==> config.mk <==
export PLATFORM = sky130hd
export DESIGN_NAME = bmp_pixel_unpacker_core
export DESIGN_NICKNAME = d
export VERILOG_FILES = /design/src/hw/rtl/bmpu_pkg.sv /design/src/hw/rtl/bmpu_step.sv /design/src/hw/rtl/bmp_pixel_unpacker_core.sv
export SDC_FILE = /design/constraint.sdc
export NUM_CORES = 1
export LEC_CHECK = 0
export ABC_CLOCK_PERIOD_IN_PS = 4000
export BUFFER_PORTS_ARGS = -buffer_cell sky130_fd_sc_hd__buf_2
export CAP_MARGIN = 0
export CORE_ASPECT_RATIO = 0.9
export CORE_UTILIZATION = 45
export DETAILED_ROUTE_END_ITERATION = 12
export GPL_ROUTABILITY_DRIVEN = 0
export PLACE_DENSITY = 0.68
export SKIP_CTS_REPAIR_TIMING = 1
export SLEW_MARGIN = 20
export SYNTH_ARGS = -nofsm -noshare
export SYNTH_HDL_FRONTEND = slang
export SYNTH_SLANG_ARGS = --single-unit
==> constraint.sdc <==
create_clock -name aclk -period 4 [get_ports aclk]
set_clock_uncertainty 0.1 [all_clocks]
set_input_delay 0.6 -clock aclk [delete_from_list [all_inputs] [get_ports aclk]]
set_output_delay 0.6 -clock aclk [all_outputs]
set_load 0.03 [all_outputs]
==> src/hw/rtl/bmpu_pkg.sv <==
// Shared types and constants for the bitmap pixel unpacker.
package bmpu_pkg;

    // Image size limits accepted from the header
    localparam int unsigned MAX_WIDTH  = 4096;
    localparam int unsigned MAX_HEIGHT = 4096;

    // Counter widths follow the limits; tags on the ports are fixed at 12 bits
    localparam int COL_W = $clog2(MAX_WIDTH + 1);
    localparam int ROW_W = $clog2(MAX_HEIGHT + 1);
    localparam int TAG_W = 12;

    localparam int HDR_W         = 6;
    localparam int HEADER_BYTES  = 54;
    localparam int OFS_WIDTH     = 18;
    localparam int OFS_HEIGHT    = 22;
    localparam int OFS_BPP       = 28;

    localparam logic [15:0] BPP_GRAY = 16'd8;
    localparam logic [15:0] BPP_RGB  = 16'd24;
    localparam logic [15:0] BPP_RGBA = 16'd32;

    typedef enum logic [1:0] {
        PH_HEADER = 2'd0,
        PH_PIXELS = 2'd1,
        PH_IGNORE = 2'd2
    } phase_t;

    typedef enum logic [1:0] {
        ST_PIXEL  = 2'd0,
        ST_REJECT = 2'd1,
        ST_TRUNC  = 2'd2
    } status_t;

    typedef struct packed {
        logic [7:0]       pixel_byte;
        logic [TAG_W-1:0] column;
        logic [TAG_W-1:0] row;
        logic [1:0]       channel;
        status_t          status;
        logic             image_last;
    } result_t;

endpackage

==> src/hw/rtl/bmpu_step.sv <==
// Header capture, pixel counters and per-word result decode.
module bmpu_step
    import bmpu_pkg::*;
(
    input  logic       aclk,
    input  logic       aresetn,
    input  logic       fire,
    input  logic [7:0] data_byte,
    input  logic       file_last,
    output logic       res_valid,
    output result_t    res
);

    phase_t           phase_reg,    phase_next;
    logic [HDR_W-1:0] hdr_cnt_reg,  hdr_cnt_next;
    logic [31:0]      width_reg,    width_next;
    logic [31:0]      height_reg,   height_next;
    logic [15:0]      bpp_reg,      bpp_next;
    logic [2:0]       chan_num_reg, chan_num_next;
    logic [COL_W-1:0] col_reg,      col_next;
    logic [ROW_W-1:0] row_reg,      row_next;
    logic [1:0]       chan_reg,     chan_next;
    logic [1:0]       pad_reg,      pad_next;
    logic [1:0]       row_pad_reg,  row_pad_next;

    logic             hdr_end;
    logic [2:0]       chan_num_calc;
    logic             hdr_ok;
    logic [1:0]       pad_prod;
    logic [COL_W-1:0] col_inc;
    logic [ROW_W-1:0] row_inc;
    logic             chan_wrap;
    logic             col_wrap;
    logic             row_wrap;
    logic             done;
    logic             clear_file;
    logic [HDR_W-1:0] lane_w;
    logic [HDR_W-1:0] lane_h;

    assign hdr_end = (hdr_cnt_reg == HDR_W'(HEADER_BYTES - 1));

    always_comb begin
        case (bpp_reg)
            BPP_GRAY: chan_num_calc = 3'd1;
            BPP_RGB:  chan_num_calc = 3'd3;
            BPP_RGBA: chan_num_calc = 3'd4;
            default:  chan_num_calc = 3'd0;
        endcase
    end

    // bit 31 set means negative; the unsigned limit check already excludes it
    assign hdr_ok = (chan_num_calc != 3'd0)
                 && (width_reg != 32'd0)  && (width_reg <= 32'(MAX_WIDTH))
                 && (height_reg != 32'd0) && (height_reg <= 32'(MAX_HEIGHT));

    // bytes per row mod 4, then pad up to the next multiple of four
    assign pad_prod = 2'(width_reg[1:0] * chan_num_calc[1:0]);

    assign col_inc   = col_reg + COL_W'(1);
    assign row_inc   = row_reg + ROW_W'(1);
    assign chan_wrap = ({1'b0, chan_reg} + 3'd1) >= chan_num_reg;
    assign col_wrap  = 32'(col_inc) >= width_reg;
    assign row_wrap  = 32'(row_inc) >= height_reg;
    assign done      = chan_wrap && col_wrap && row_wrap;

    assign lane_w = hdr_cnt_reg - HDR_W'(OFS_WIDTH);
    assign lane_h = hdr_cnt_reg - HDR_W'(OFS_HEIGHT);

    // next state
    always_comb begin
        phase_next    = phase_reg;
        hdr_cnt_next  = hdr_cnt_reg;
        width_next    = width_reg;
        height_next   = height_reg;
        bpp_next      = bpp_reg;
        chan_num_next = chan_num_reg;
        col_next      = col_reg;
        row_next      = row_reg;
        chan_next     = chan_reg;
        pad_next      = pad_reg;
        row_pad_next  = row_pad_reg;
        clear_file    = 1'b0;
        if (fire) begin
            case (phase_reg)
                PH_HEADER: begin
                    hdr_cnt_next = hdr_cnt_reg + HDR_W'(1);
                    if (lane_w < HDR_W'(4)) begin
                        width_next[8*lane_w[1:0] +: 8] = data_byte;
                    end else if (lane_h < HDR_W'(4)) begin
                        height_next[8*lane_h[1:0] +: 8] = data_byte;
                    end else if (hdr_cnt_reg == HDR_W'(OFS_BPP)) begin
                        bpp_next[7:0] = data_byte;
                    end else if (hdr_cnt_reg == HDR_W'(OFS_BPP + 1)) begin
                        bpp_next[15:8] = data_byte;
                    end
                    if (hdr_end) begin
                        if (file_last) begin
                            clear_file = 1'b1;
                        end else if (!hdr_ok) begin
                            phase_next = PH_IGNORE;
                        end else begin
                            chan_num_next = chan_num_calc;
                            row_pad_next  = 2'd0 - pad_prod;
                            phase_next    = PH_PIXELS;
                        end
                    end else if (file_last) begin
                        clear_file = 1'b1;
                    end
                end
                PH_PIXELS: begin
                    if (pad_reg != 2'd0) begin
                        pad_next = pad_reg - 2'd1;
                    end else begin
                        chan_next = chan_reg + 2'd1;
                        if (chan_wrap) begin
                            chan_next = 2'd0;
                            col_next  = col_inc;
                            if (col_wrap) begin
                                col_next = '0;
                                row_next = row_inc;
                                if (row_wrap) begin
                                    phase_next = PH_IGNORE;
                                end else begin
                                    pad_next = row_pad_reg;
                                end
                            end
                        end
                    end
                    if (file_last) begin
                        clear_file = 1'b1;
                    end
                end
                default: begin
                    if (file_last) begin
                        clear_file = 1'b1;
                    end
                end
            endcase
        end
        if (clear_file) begin
            phase_next    = PH_HEADER;
            hdr_cnt_next  = '0;
            width_next    = '0;
            height_next   = '0;
            bpp_next      = '0;
            chan_num_next = '0;
            col_next      = '0;
            row_next      = '0;
            chan_next     = '0;
            pad_next      = '0;
            row_pad_next  = '0;
        end
    end

    // result decode
    always_comb begin
        res_valid = 1'b0;
        res       = '0;
        res.status = ST_PIXEL;
        if (fire) begin
            case (phase_reg)
                PH_HEADER: begin
                    if (hdr_end) begin
                        res_valid      = !hdr_ok || file_last;
                        res.status     = hdr_ok ? ST_TRUNC : ST_REJECT;
                        res.image_last = 1'b1;
                    end else if (file_last) begin
                        res_valid      = 1'b1;
                        res.status     = ST_TRUNC;
                        res.image_last = 1'b1;
                    end
                end
                PH_PIXELS: begin
                    if (pad_reg != 2'd0 || (file_last && !done)) begin
                        res_valid      = file_last;
                        res.status     = ST_TRUNC;
                        res.image_last = 1'b1;
                    end else begin
                        res_valid      = 1'b1;
                        res.pixel_byte = data_byte;
                        res.column     = TAG_W'(col_reg);
                        res.row        = TAG_W'(row_reg);
                        res.channel    = chan_reg;
                        res.image_last = done;
                    end
                end
                default: begin
                    res_valid = 1'b0;
                end
            endcase
        end
    end

    always_ff @(posedge aclk) begin
        if (!aresetn) begin
            phase_reg    <= PH_HEADER;
            hdr_cnt_reg  <= '0;
            width_reg    <= '0;
            height_reg   <= '0;
            bpp_reg      <= '0;
            chan_num_reg <= '0;
            col_reg      <= '0;
            row_reg      <= '0;
            chan_reg     <= '0;
            pad_reg      <= '0;
            row_pad_reg  <= '0;
        end else begin
            phase_reg    <= phase_next;
            hdr_cnt_reg  <= hdr_cnt_next;
            width_reg    <= width_next;
            height_reg   <= height_next;
            bpp_reg      <= bpp_next;
            chan_num_reg <= chan_num_next;
            col_reg      <= col_next;
            row_reg      <= row_next;
            chan_reg     <= chan_next;
            pad_reg      <= pad_next;
            row_pad_reg  <= row_pad_next;
        end
    end

endmodule

==> src/hw/rtl/bmp_pixel_unpacker_core.sv <==
// Top level: input word register, decode step and result register.
//
//  channel  dir  tdata                         tuser        tlast
//  s_       in   [7:0] data_byte               -            file_last
//  m_       out  [7:0] pixel_byte, [19:8] col, [1:0] status image_last
//                [31:20] row, [33:32] channel
//
// One file byte per cycle unless m_tready stalls the decode step; each byte passes
// through the input register and then the result register around the decode step.
// The 54 header bytes and row padding give no pixel word, only reject/trunc status.
// Synchronous active-low reset returns to header collection with empty registers.
// m_tready low while a result word is held stalls the decode step; one more byte is
// still taken into the input register if that register is empty.
module bmp_pixel_unpacker_core
    import bmpu_pkg::*;
(
    input  logic        aclk,
    input  logic        aresetn,
    input  logic        s_tvalid,
    output logic        s_tready,
    input  logic [7:0]  s_tdata,   // [7:0] data_byte
    input  logic        s_tlast,
    output logic        m_tvalid,
    input  logic        m_tready,
    output logic [39:0] m_tdata,   // [7:0] pixel_byte, [19:8] column, [31:20] row,
                                   // [33:32] channel, [39:34] zero
    output logic [1:0]  m_tuser,   // [1:0] status
    output logic        m_tlast
);

    logic       in_valid_reg, in_valid_next;
    logic [7:0] in_byte_reg;
    logic       in_last_reg;
    logic       out_valid_reg, out_valid_next;
    result_t    out_res_reg;
    logic       fire;
    logic       s_fire;
    logic       res_valid;
    result_t    res;

    assign fire     = in_valid_reg && (!out_valid_reg || m_tready);
    assign s_tready = !in_valid_reg || fire;
    assign s_fire   = s_tvalid && s_tready;

    bmpu_step u_step (
        .aclk      (aclk),
        .aresetn   (aresetn),
        .fire      (fire),
        .data_byte (in_byte_reg),
        .file_last (in_last_reg),
        .res_valid (res_valid),
        .res       (res)
    );

    always_comb begin
        in_valid_next = in_valid_reg;
        if (s_fire) begin
            in_valid_next = 1'b1;
        end else if (fire) begin
            in_valid_next = 1'b0;
        end
        out_valid_next = out_valid_reg;
        if (fire) begin
            out_valid_next = res_valid;
        end else if (m_tready) begin
            out_valid_next = 1'b0;
        end
    end

    always_ff @(posedge aclk) begin
        if (!aresetn) begin
            in_valid_reg  <= 1'b0;
            out_valid_reg <= 1'b0;
        end else begin
            in_valid_reg  <= in_valid_next;
            out_valid_reg <= out_valid_next;
        end
    end

    always_ff @(posedge aclk) begin
        if (s_fire) begin
            in_byte_reg <= s_tdata;
            in_last_reg <= s_tlast;
        end
        if (fire) begin
            out_res_reg <= res;
        end
    end

    assign m_tvalid = out_valid_reg;
    assign m_tdata  = {6'd0, out_res_reg.channel, out_res_reg.row,
                       out_res_reg.column, out_res_reg.pixel_byte};
    assign m_tuser  = out_res_reg.status;
    assign m_tlast  = out_res_reg.image_last;

    // status words carry no pixel tags and always close the image
    a_status_clean: assert property (@(posedge aclk) disable iff (!aresetn)
        (m_tvalid && m_tuser != ST_PIXEL) |-> (m_tdata == 40'd0 && m_tlast))
        else $error("status word with pixel tags or without image_last");

    a_status_code: assert property (@(posedge aclk) disable iff (!aresetn)
        m_tvalid |-> (m_tuser == ST_PIXEL || m_tuser == ST_REJECT || m_tuser == ST_TRUNC))
        else $error("undefined status code");

    // a held input word is never dropped without being decoded
    a_in_kept: assert property (@(posedge aclk) disable iff (!aresetn)
        (in_valid_reg && !fire) |=> in_valid_reg)
        else $error("input word lost while stalled");

endmodule
-- Word-level counts from Yosys, hierarchy flattened
Index checks and enable logic that the tools add are counted.
- mux-type cells: 32
- order comparisons: 7
- multipliers: 1
- equal/unequal tests: 14
- shift operators: 4
- reduce and logical (&&, ||, !) cells: 40
- add/sub/neg operators: 11
- bitwise operators: 7
- operators by type and width (kind ; count):
    5-bit negation with 34-bit output ; 2
    8-bit by 34-bit variable shift with 32-bit output (first input constant) ; 2
    8-bit by 34-bit variable part select with 32-bit output ; 2
    32-bit bitwise mux ; 2
    13-bit by 32-bit >= comparator with 1-bit output ; 2
    32-bit by 13-bit <= comparator with 1-bit output (second input constant) ; 2
    32-bit nonzero test ; 2
    2-bit two-way mux ; 14
    13-bit by 1-bit adder with 13-bit output (second input constant) ; 2
    5-bit AND reduction ; 4
    16-bit by 4-bit equality test with 1-bit output (second input constant) ; 1
    16-bit by 5-bit equality test with 1-bit output (second input constant) ; 1
    16-bit by 6-bit equality test with 1-bit output (second input constant) ; 1
    13-bit two-way mux ; 1
    6-bit by 5-bit equality test with 1-bit output (second input constant) ; 2
    6-bit by 3-bit less-than comparator with 1-bit output (second input constant) ; 2
    2-bit nonzero test ; 6
    6-bit by 5-bit subtractor with 6-bit output (second input constant) ; 2
    1-bit logical AND ; 9
    1-bit two-way mux ; 9
    3-bit one-hot mux with 3 select lines ; 1
    2-bit by 1-bit != test with 1-bit output (second input constant) ; 4
    4-bit AND reduction ; 2
    8-bit AND reduction ; 1
    23 further kinds ; 40
- bits in registers: 171
- bits of input ports: 13
- output and inout bits: 45
- word-level logic and storage cells: 138

-- Logic depth before layout (Yosys ltp)
Gate-level depths: netlist of the first run.
- word-level depth: 12
- mapped depth: 14
- depth with buffers taken out: 12

-- Modules after synthesis
A second synthesis of the first run with hierarchy kept.
- cells, all modules: 941
- area, all modules: 8708.4 um2
- modules (own cells, without submodules) (module ; cells each ; instances ; seq. area each (um2) ; area each (um2)):
    bmpu_step ; 878 ; 1 ; 2462.4 ; 7170.6
    bmp_pixel_unpacker_core ; 63 ; 1 ; 1421.4 ; 1537.7

-- Least setup slack after synthesis of the first run
No wires, ideal clock.
- kind: reg2reg
- start: register u_step.col_reg[0]
- end: register out_res_reg, in the netlist m_tuser[1], data pin
- required time: 3.646 ns
- period minus slack after synthesis: 3.626 ns
- path slack: 0.374 ns
- buffers on the path: 1
- data arrival time: 3.272 ns
- cell stages (with the launch flop): 14
- setup time: 0.254 ns
- path through: dfxtp_1 ha_1 nand3_1 nor4_1 and3_1 and3_1 xor2_1 ha_1 nand3_1 nor4_1 o31a_2 nand4_4 buf_6 o21a_1
- word-level cells in the longest chain between the ends: 9
- RTL lines (element ; RTL line ; RTL):
    start, declared ; bmpu_step.sv:20 ; logic [COL_W-1:0] col_reg, col_next;
    start signal, assigned ; bmpu_step.sv:214 ; col_reg <= col_next;
    13-bit by 1-bit adder with 13-bit output ; bmpu_step.sv:59 ; assign col_inc = col_reg + COL_W'(1);
    13-bit by 32-bit >= comparator with 1-bit output ; bmpu_step.sv:62 ; assign col_wrap = 32'(col_inc) >= width_reg;
    1-bit logical AND (2 in a row) ; bmpu_step.sv:64 ; assign done = chan_wrap && col_wrap && row_wrap;
    1-bit logical NOT ; bmpu_step.sv:174 ; if (pad_reg != 2'd0 || (file_last && !done)) begin
    1-bit logical AND ; bmpu_step.sv:174 ;
    1-bit logical OR ; bmpu_step.sv:174 ;
    2-bit two-way mux ; bmpu_step.sv:174 ;
    3-bit one-hot mux with 2 select lines ; bmpu_step.sv:161 ; case (phase_reg)
    end signal, assigned ; bmp_pixel_unpacker_core.sv:86 ; out_res_reg <= res;
    end, declared ; bmp_pixel_unpacker_core.sv:35 ; result_t out_res_reg;
Every way passes these cells.
A chain may end at the register's enable or synchronous reset.

-- Worst setup path in the final report of the first run
- start: register u_step.row_reg[2]
- end: register out_res_reg, in the netlist m_tdata[29], data pin
- word-level cells in the longest chain between the ends: 7
- RTL lines (element ; RTL line ; RTL):
    start, declared ; bmpu_step.sv:21 ; logic [ROW_W-1:0] row_reg, row_next;
    start signal, assigned ; bmpu_step.sv:215 ; row_reg <= row_next;
    13-bit by 1-bit adder with 13-bit output ; bmpu_step.sv:60 ; assign row_inc = row_reg + ROW_W'(1);
    named net u_step.row_inc[11] ; bmpu_step.sv:31 ; logic [ROW_W-1:0] row_inc;
    13-bit by 32-bit >= comparator with 1-bit output ; bmpu_step.sv:63 ; assign row_wrap = 32'(row_inc) >= height_reg;
    1-bit logical AND ; bmpu_step.sv:64 ;
    1-bit logical NOT ; bmpu_step.sv:174 ;
    1-bit logical AND ; bmpu_step.sv:174 ;
    1-bit logical OR ; bmpu_step.sv:174 ;
    2-bit OR reduction (no source line) ; -- ;
The timed path passes the listed nets, and every way through them passes these cells.

==> results_dict.tcl, run 1 <==
set metrics [dict create \
    wl_per_cell_um 17.1 \
    drcViolationCount 0 \
    dp_hpwl_um 14500 \
    syn_to_final_growth_pct 13.0 \
    fin_nets 1003 \
    largest_reg_flops 34 \
    core_area_mm2 0.0186 \
    diodes 0 \
    grt_pass1_vias 6218 \
    drt_pass1_iterations 5 \
    drv_cap 0 \
    vias_per_cell 5.60 \
    numCtsBuffers 17 \
    fill_cells 1731 \
    ant_nets 0 \
    hold_path_class "input pin to flip-flop" \
    period_minus_slack_ns 3.82 \
    cts_root_buf "clkbuf_16" \
    clock_path_buffers 2 \
    relSlewSlack 0.396 \
    fin_crit_sh 0.955 \
    grt_max_degree 80 \
    cts_tree "yes" \
    grt_pass1_wl_um 33000 \
    maxSlewViolCount 0 \
    final_core_util 0.526 \
    path_max_fanout 13 \
    cts_sinks 171 \
    drive_above_1_share 0.155 \
    vias 6759 \
    placementRows 47 \
    drt_iter0_markers 557 \
    tns_ns 0 \
    cp.arrival_ns 3.85 \
    syn_area_per_cell_um2 9.54 \
    reg2reg_depth 13 \
    insertion_delay_ns 0.43 \
    cp.required_ns 4.04 \
    status "finished, final reports clean" \
    ys_warn_count 0 \
    max-vdd-ir-drop_v 0.000183 \
    tightest_slew_ns 0.897 \
    die_x_um 148 \
    cp-end-kind "flip-flop" \
    hold_depth 1 \
    p_leak_nw 3.79 \
    critical_path_class "flip-flop to flip-flop" \
    cts_htree_levels 4 \
    io_buffers 51 \
    io_pins 58 \
    synth-seq-cells 171 \
    yosysSeqAreaShare 0.449 \
    synth_edf_count 46 \
    async_reset_ff_frac 0 \
    synth_cells 906 \
    clkTransAtPathRegs_ns 0.07 \
    grt_overflow 0 \
    synth_cell_types 67 \
    antenna_found_initial 0 \
    drt-total-wl_um 20700 \
    multi_input_area_mm2 0.00435 \
    power_density_mw_per_mm2 356 \
    grt_use_total 0.215 \
    die_area_mm2 0.0198 \
    synth_ff_type "dfxtp_1" \
    hold_viol 0 \
    regArea_mm2 0.00388 \
    start_util 0.465 \
    max_freq_ghz 0.262 \
    fp.dieH_um 133 \
    finalSetupViolations 0 \
    start_kind "flip-flop" \
    synth_area_mm2 0.00864 \
    r2r_slack_ns 0.18 \
    rsz0062_at_grt "no" \
]
==> cell usage in the layout (no fill, tap or decap), drive strengths merged, types with 9 or more instances in the layout <==
cell / count
dfxtp: 125
nor2: 82
nand2: 78
inv: 70
buf: 69
mux2i: 59
a21oi: 51
edfxtp: 46
ha: 41
a211oi: 37
nor4: 35
nand3: 27
xnor2: 24
and2: 24
nand4: 19
clkbuf: 19
a31oi: 18
nor3: 15
o21ai: 14
nor2b: 10
clkinv: 10
and3: 9
nand3b: 9
==> worst paths after layout <==
check,from,endpoint
hold reg to reg,u_step.height_reg[13],u_step.height_reg[13]
setup / recovery,u_step.row_reg[2],m_tdata[29]
setup reg to reg,u_step.row_reg[2],m_tdata[29]
hold / removal,s_tdata[6],in_byte_reg[6]
==> synth_stat cells (4+ instances only) <==
cell,count,area [um2]
buf_4,9,67.6
or4_1,5,37.5
nand2_1,74,278
nor2_1,81,304
a21oi_1,51,255
edfxtp_1,46,1380
a211oi_2,6,75.1
nand4_1,18,113
a31oi_1,18,113
nor4_1,32,200
o31ai_1,6,45.0
mux2i_1,59,591
and2_1,24,150
nand2b_1,4,25.0
o21ai_0,13,65.1
nor2b_1,10,62.6
nand2_2,4,25.0
a211oi_1,31,233
xnor2_1,24,210
nor3_1,14,70.1
or3_1,6,37.5
inv_1,66,248
nand3b_1,8,60.1
and3_1,8,50.1
clkbuf_1,27,101
a31o_2,5,43.8
xor2_1,6,52.6
nand3_1,23,115
dfxtp_1,125,2500
ha_1,41,513
buf_2,12,60.1
==> routing by layer <==
metal | global-route usage | wire length (um) | up-vias
met5 | 0 | 0 | -
met4 | 0.0550 | 189 | 0
met3 | 0.0414 | 1020 | 17
met2 | 0.316 | 9000 | 167
met1 | 0.321 | 10500 | 3244
li1 | - | - | 3331
==> report_power, final <==
part	total, W	internal [W]	switching [W]	leakage (nW)
clock	0.00152	0.000815	0.000707	0.272
combinational	0.000143	0.0000359	0.000107	2.03
sequential	0.00181	0.00179	0.0000221	1.50
total	0.00347	0.00264	0.000836	3.79
==> cell type report <==
class	count	area share
Multi-Input combinational cell	623	0.445
Clock buffer	19	0.0453
Tap cell	245	0.0314
Sequential cell	171	0.398
Timing Repair Buffer	69	0.0451
Clock inverter	13	0.00973
Inverter	67	0.0257
==> kinds of logic (layout without fill, tap and decap cells) <==
| family | after synthesis | in the layout | synth area share |
|---|---|---|---|
| and+or+nand+nor | 336 | 336 | 0.213 |
| other | 1 | 6 | 0.000434 |
| adders and majority gates | 41 | 41 | 0.0594 |
| DFF | 171 | 171 | 0.449 |
| AOI/OAI and AO/OA | 149 | 150 | 0.118 |
| buffers and inverters | 118 | 168 | 0.0595 |
| muxes | 60 | 60 | 0.0701 |
| xor gates and xnor gates | 30 | 30 | 0.0304 |
==> per-stage QoR <==
stage | total power [W] | cell area, um2 | cells | setup slack (ns) | hold WS (ns)
global route | 0.00359 | 9770 | 1207 | 0.000957 | 0.219
global placement | 0.00199 | 9140 | 1172 | 0.212 | 0.341
CTS | 0.00350 | 9680 | 1204 | 0.0466 | 0.226
floorplan | 0.00194 | 8660 | 911 | 0.374 | 0.331
detailed placement | 0.00199 | 9140 | 1172 | 0.0877 | 0.347
finish | 0.00347 | 9770 | 1207 | 0.182 | 0.238
==> worst max-delay path, cell delays in order, from the launching register on <==
cell	delay, ns
dfxtp_1	0.45
nand3_2	0.17
or4_4	0.56
nor3_4	0.20
nand3_1	0.18
xnor2_2	0.19
ha_1	0.30
nand4_1	0.12
a21oi_1	0.05
or3_1	0.35
a221o_1	0.38
nand4_4	0.21
buf_12	0.18
a211oi_1	0.08
(Power assumes the default switching activity.)
==> inputs of run 2 (changes only) <==
CORE_UTILIZATION = 60   (was 45)
PLACE_DENSITY = 0.85   (was 0.68)
==> results_dict.tcl, run 2 (synthesis gave the netlist of run 1 again) <==
set metrics [dict create \
    antenna_found_initial 0 \
    cts_root_buf "clkbuf_16" \
    p_leak_nw 3.76 \
    numCtsBuffers 17 \
    reg2reg_depth 14 \
    regArea_mm2 0.00388 \
    fin_nets 1001 \
    crit_path_end "u_step.col_reg[11]" \
    die_x_um 129 \
    rr_endpoint "u_step.col_reg[11]" \
    drt-total-wl_um 20000 \
    insertion_delay_ns 0.43 \
    start_kind "flip-flop" \
    finalSetupViolations 0 \
    io_pins 58 \
    power_density_mw_per_mm2 365 \
    drt_iter0_markers 798 \
    hold_depth 1 \
    fp.dieH_um 116 \
    cts_htree_levels 4 \
    period_minus_slack_ns 3.76 \
    syn_to_final_growth_pct 11.8 \
    final_cell_mix "125 x dfxtp_1, 81 x nor2_1, 74 x nand2_1, 66 x inv_1, 59 x mux2i_1" \
    wl_per_cell_um 17.3 \
    drt_pass1_iterations 6 \
    hold_path_class "input pin to flip-flop" \
    path_max_fanout 13 \
    maxSlewViolCount 0 \
    whs_ns 0.245 \
    dp_slack_ns 0.282 \
    worstSetupStartpoint "u_step.col_reg[0]" \
    final_common_cell "dfxtp_1" \
    drive_above_1_share 0.153 \
    io_buffers 51 \
    largest_reg_flops 34 \
    reg2reg_from "u_step.col_reg[0]" \
    power.internal_w 0.00272 \
    p_sw_w 0.000801 \
    drv_cap 0 \
    grt_pass1_wl_um 32800 \
    clock_path_buffers 2 \
    fin_crit_sh 0.939 \
    seq_power_share 0.512 \
    worst_slack_ns 0.242 \
    grt_use_total 0.287 \
    cts_sinks 171 \
    hold_viol 0 \
    cp.required_ns 4.24 \
    diodes 0 \
    grt_overflow 0 \
    placementRows 41 \
    clkPwrFrac 0.447 \
    tightest_slew_ns 0.918 \
    status "finished, final reports clean" \
    critical_path_class "flip-flop to flip-flop" \
    vias 6931 \
    relSlewSlack 0.382 \
    cts_tree "yes" \
    comb_power_share 0.041 \
    max-vdd-ir-drop_v 0.000341 \
    cp-end-kind "flip-flop" \
    max_freq_ghz 0.266 \
    die_area_mm2 0.0149 \
    vias_per_cell 6.01 \
    clkTransAtPathRegs_ns 0.07 \
    drcViolationCount 0 \
    fill_cells 1083 \
    dp_hpwl_um 14000 \
    core_area_mm2 0.0141 \
    grt_pass1_vias 6487 \
    multi_input_area_mm2 0.00433 \
    cp.arrival_ns 3.99 \
    r2r_slack_ns 0.24 \
    start_util 0.615 \
    ant_nets 0 \
    grt_max_degree 51 \
    swShare 0.227 \
]
run 2: changes by cell type in the layout (fill, tap and decap cells not counted), moves of 2 or more:
cell	delta
inv_6	-3
buf_4	+2
clkbuf_8	+2
clkinvlp_4	+3
clkinv_4	-3
buf_12	-3
run 2: worst max-delay path: stages, from the launching register on:
cell      delay (ns)
dfxtp_1         0.41
ha_2            0.26
nand3_1         0.20
nor4_4          0.28
and3_1          0.26
and3_1          0.25
xor2_1          0.17
ha_1            0.28
nand3_1         0.15
nor4_2          0.08
buf_4           0.17
o31ai_4         0.45
buf_4           0.30
nand3b_1        0.09
a31oi_1         0.21
run 2: how the worst min path moves through the flow:
| stage | startpoint | to |
|---|---|---|
| 2_1_floorplan | u_step.height_reg[14] | u_step.height_reg[14] |
| 3_3_place_gp | u_step.height_reg[14] | u_step.height_reg[14] |
| 3_5_place_dp | u_step.height_reg[14] | u_step.height_reg[14] |
| 4_1_cts | s_tlast | in_last_reg |
| 5_1_grt | s_tlast | in_last_reg |
| 6_report | s_tlast | in_last_reg |
run 2: per-layer routing:
layer | share of wire | global-route usage | wire length, um
met1 | 0.46 | 0.403 | 9120
met3 | 0.072 | 0.0494 | 1440
met5 | 0 | 0 | 0
met4 | 0.017 | 0.100 | 337
met2 | 0.45 | 0.449 | 9050
run 2: metrics by stage:
step | total power, W | instance area, um2 | instances | util | setup TNS [ns]
floorplan | 0.00194 | 8660 | 911 | - | 0
global placement | 0.00198 | 9050 | 1120 | 0.644 | 0
detailed placement | 0.00198 | 9050 | 1120 | 0.644 | 0
CTS | 0.00353 | 9620 | 1152 | 0.684 | 0
global route | 0.00362 | 9660 | 1153 | 0.687 | -0.00631
finish | 0.00353 | 9660 | 1153 | 0.687 | 0
run 2: cell type report:
class / count / share of cell area
clock buffers: 21 / 0.0487
clock inverters: 11 / 0.00984
inverters: 67 / 0.0260
multi-input cells: 622 / 0.448
flip-flops and latches: 171 / 0.402
well taps: 193 / 0.0250
repair buffers: 68 / 0.0409
run 2: power groups by stage:
stage	logic, W	registers [W]	clock network (W)
2_1_floorplan	0.0000946	0.00185	0
3_3_place_gp	0.000140	0.00184	0
3_5_place_dp	0.000141	0.00184	0
4_1_cts	0.000143	0.00181	0.00158
5_1_grt	0.000157	0.00181	0.00166
6_report	0.000145	0.00181	0.00157
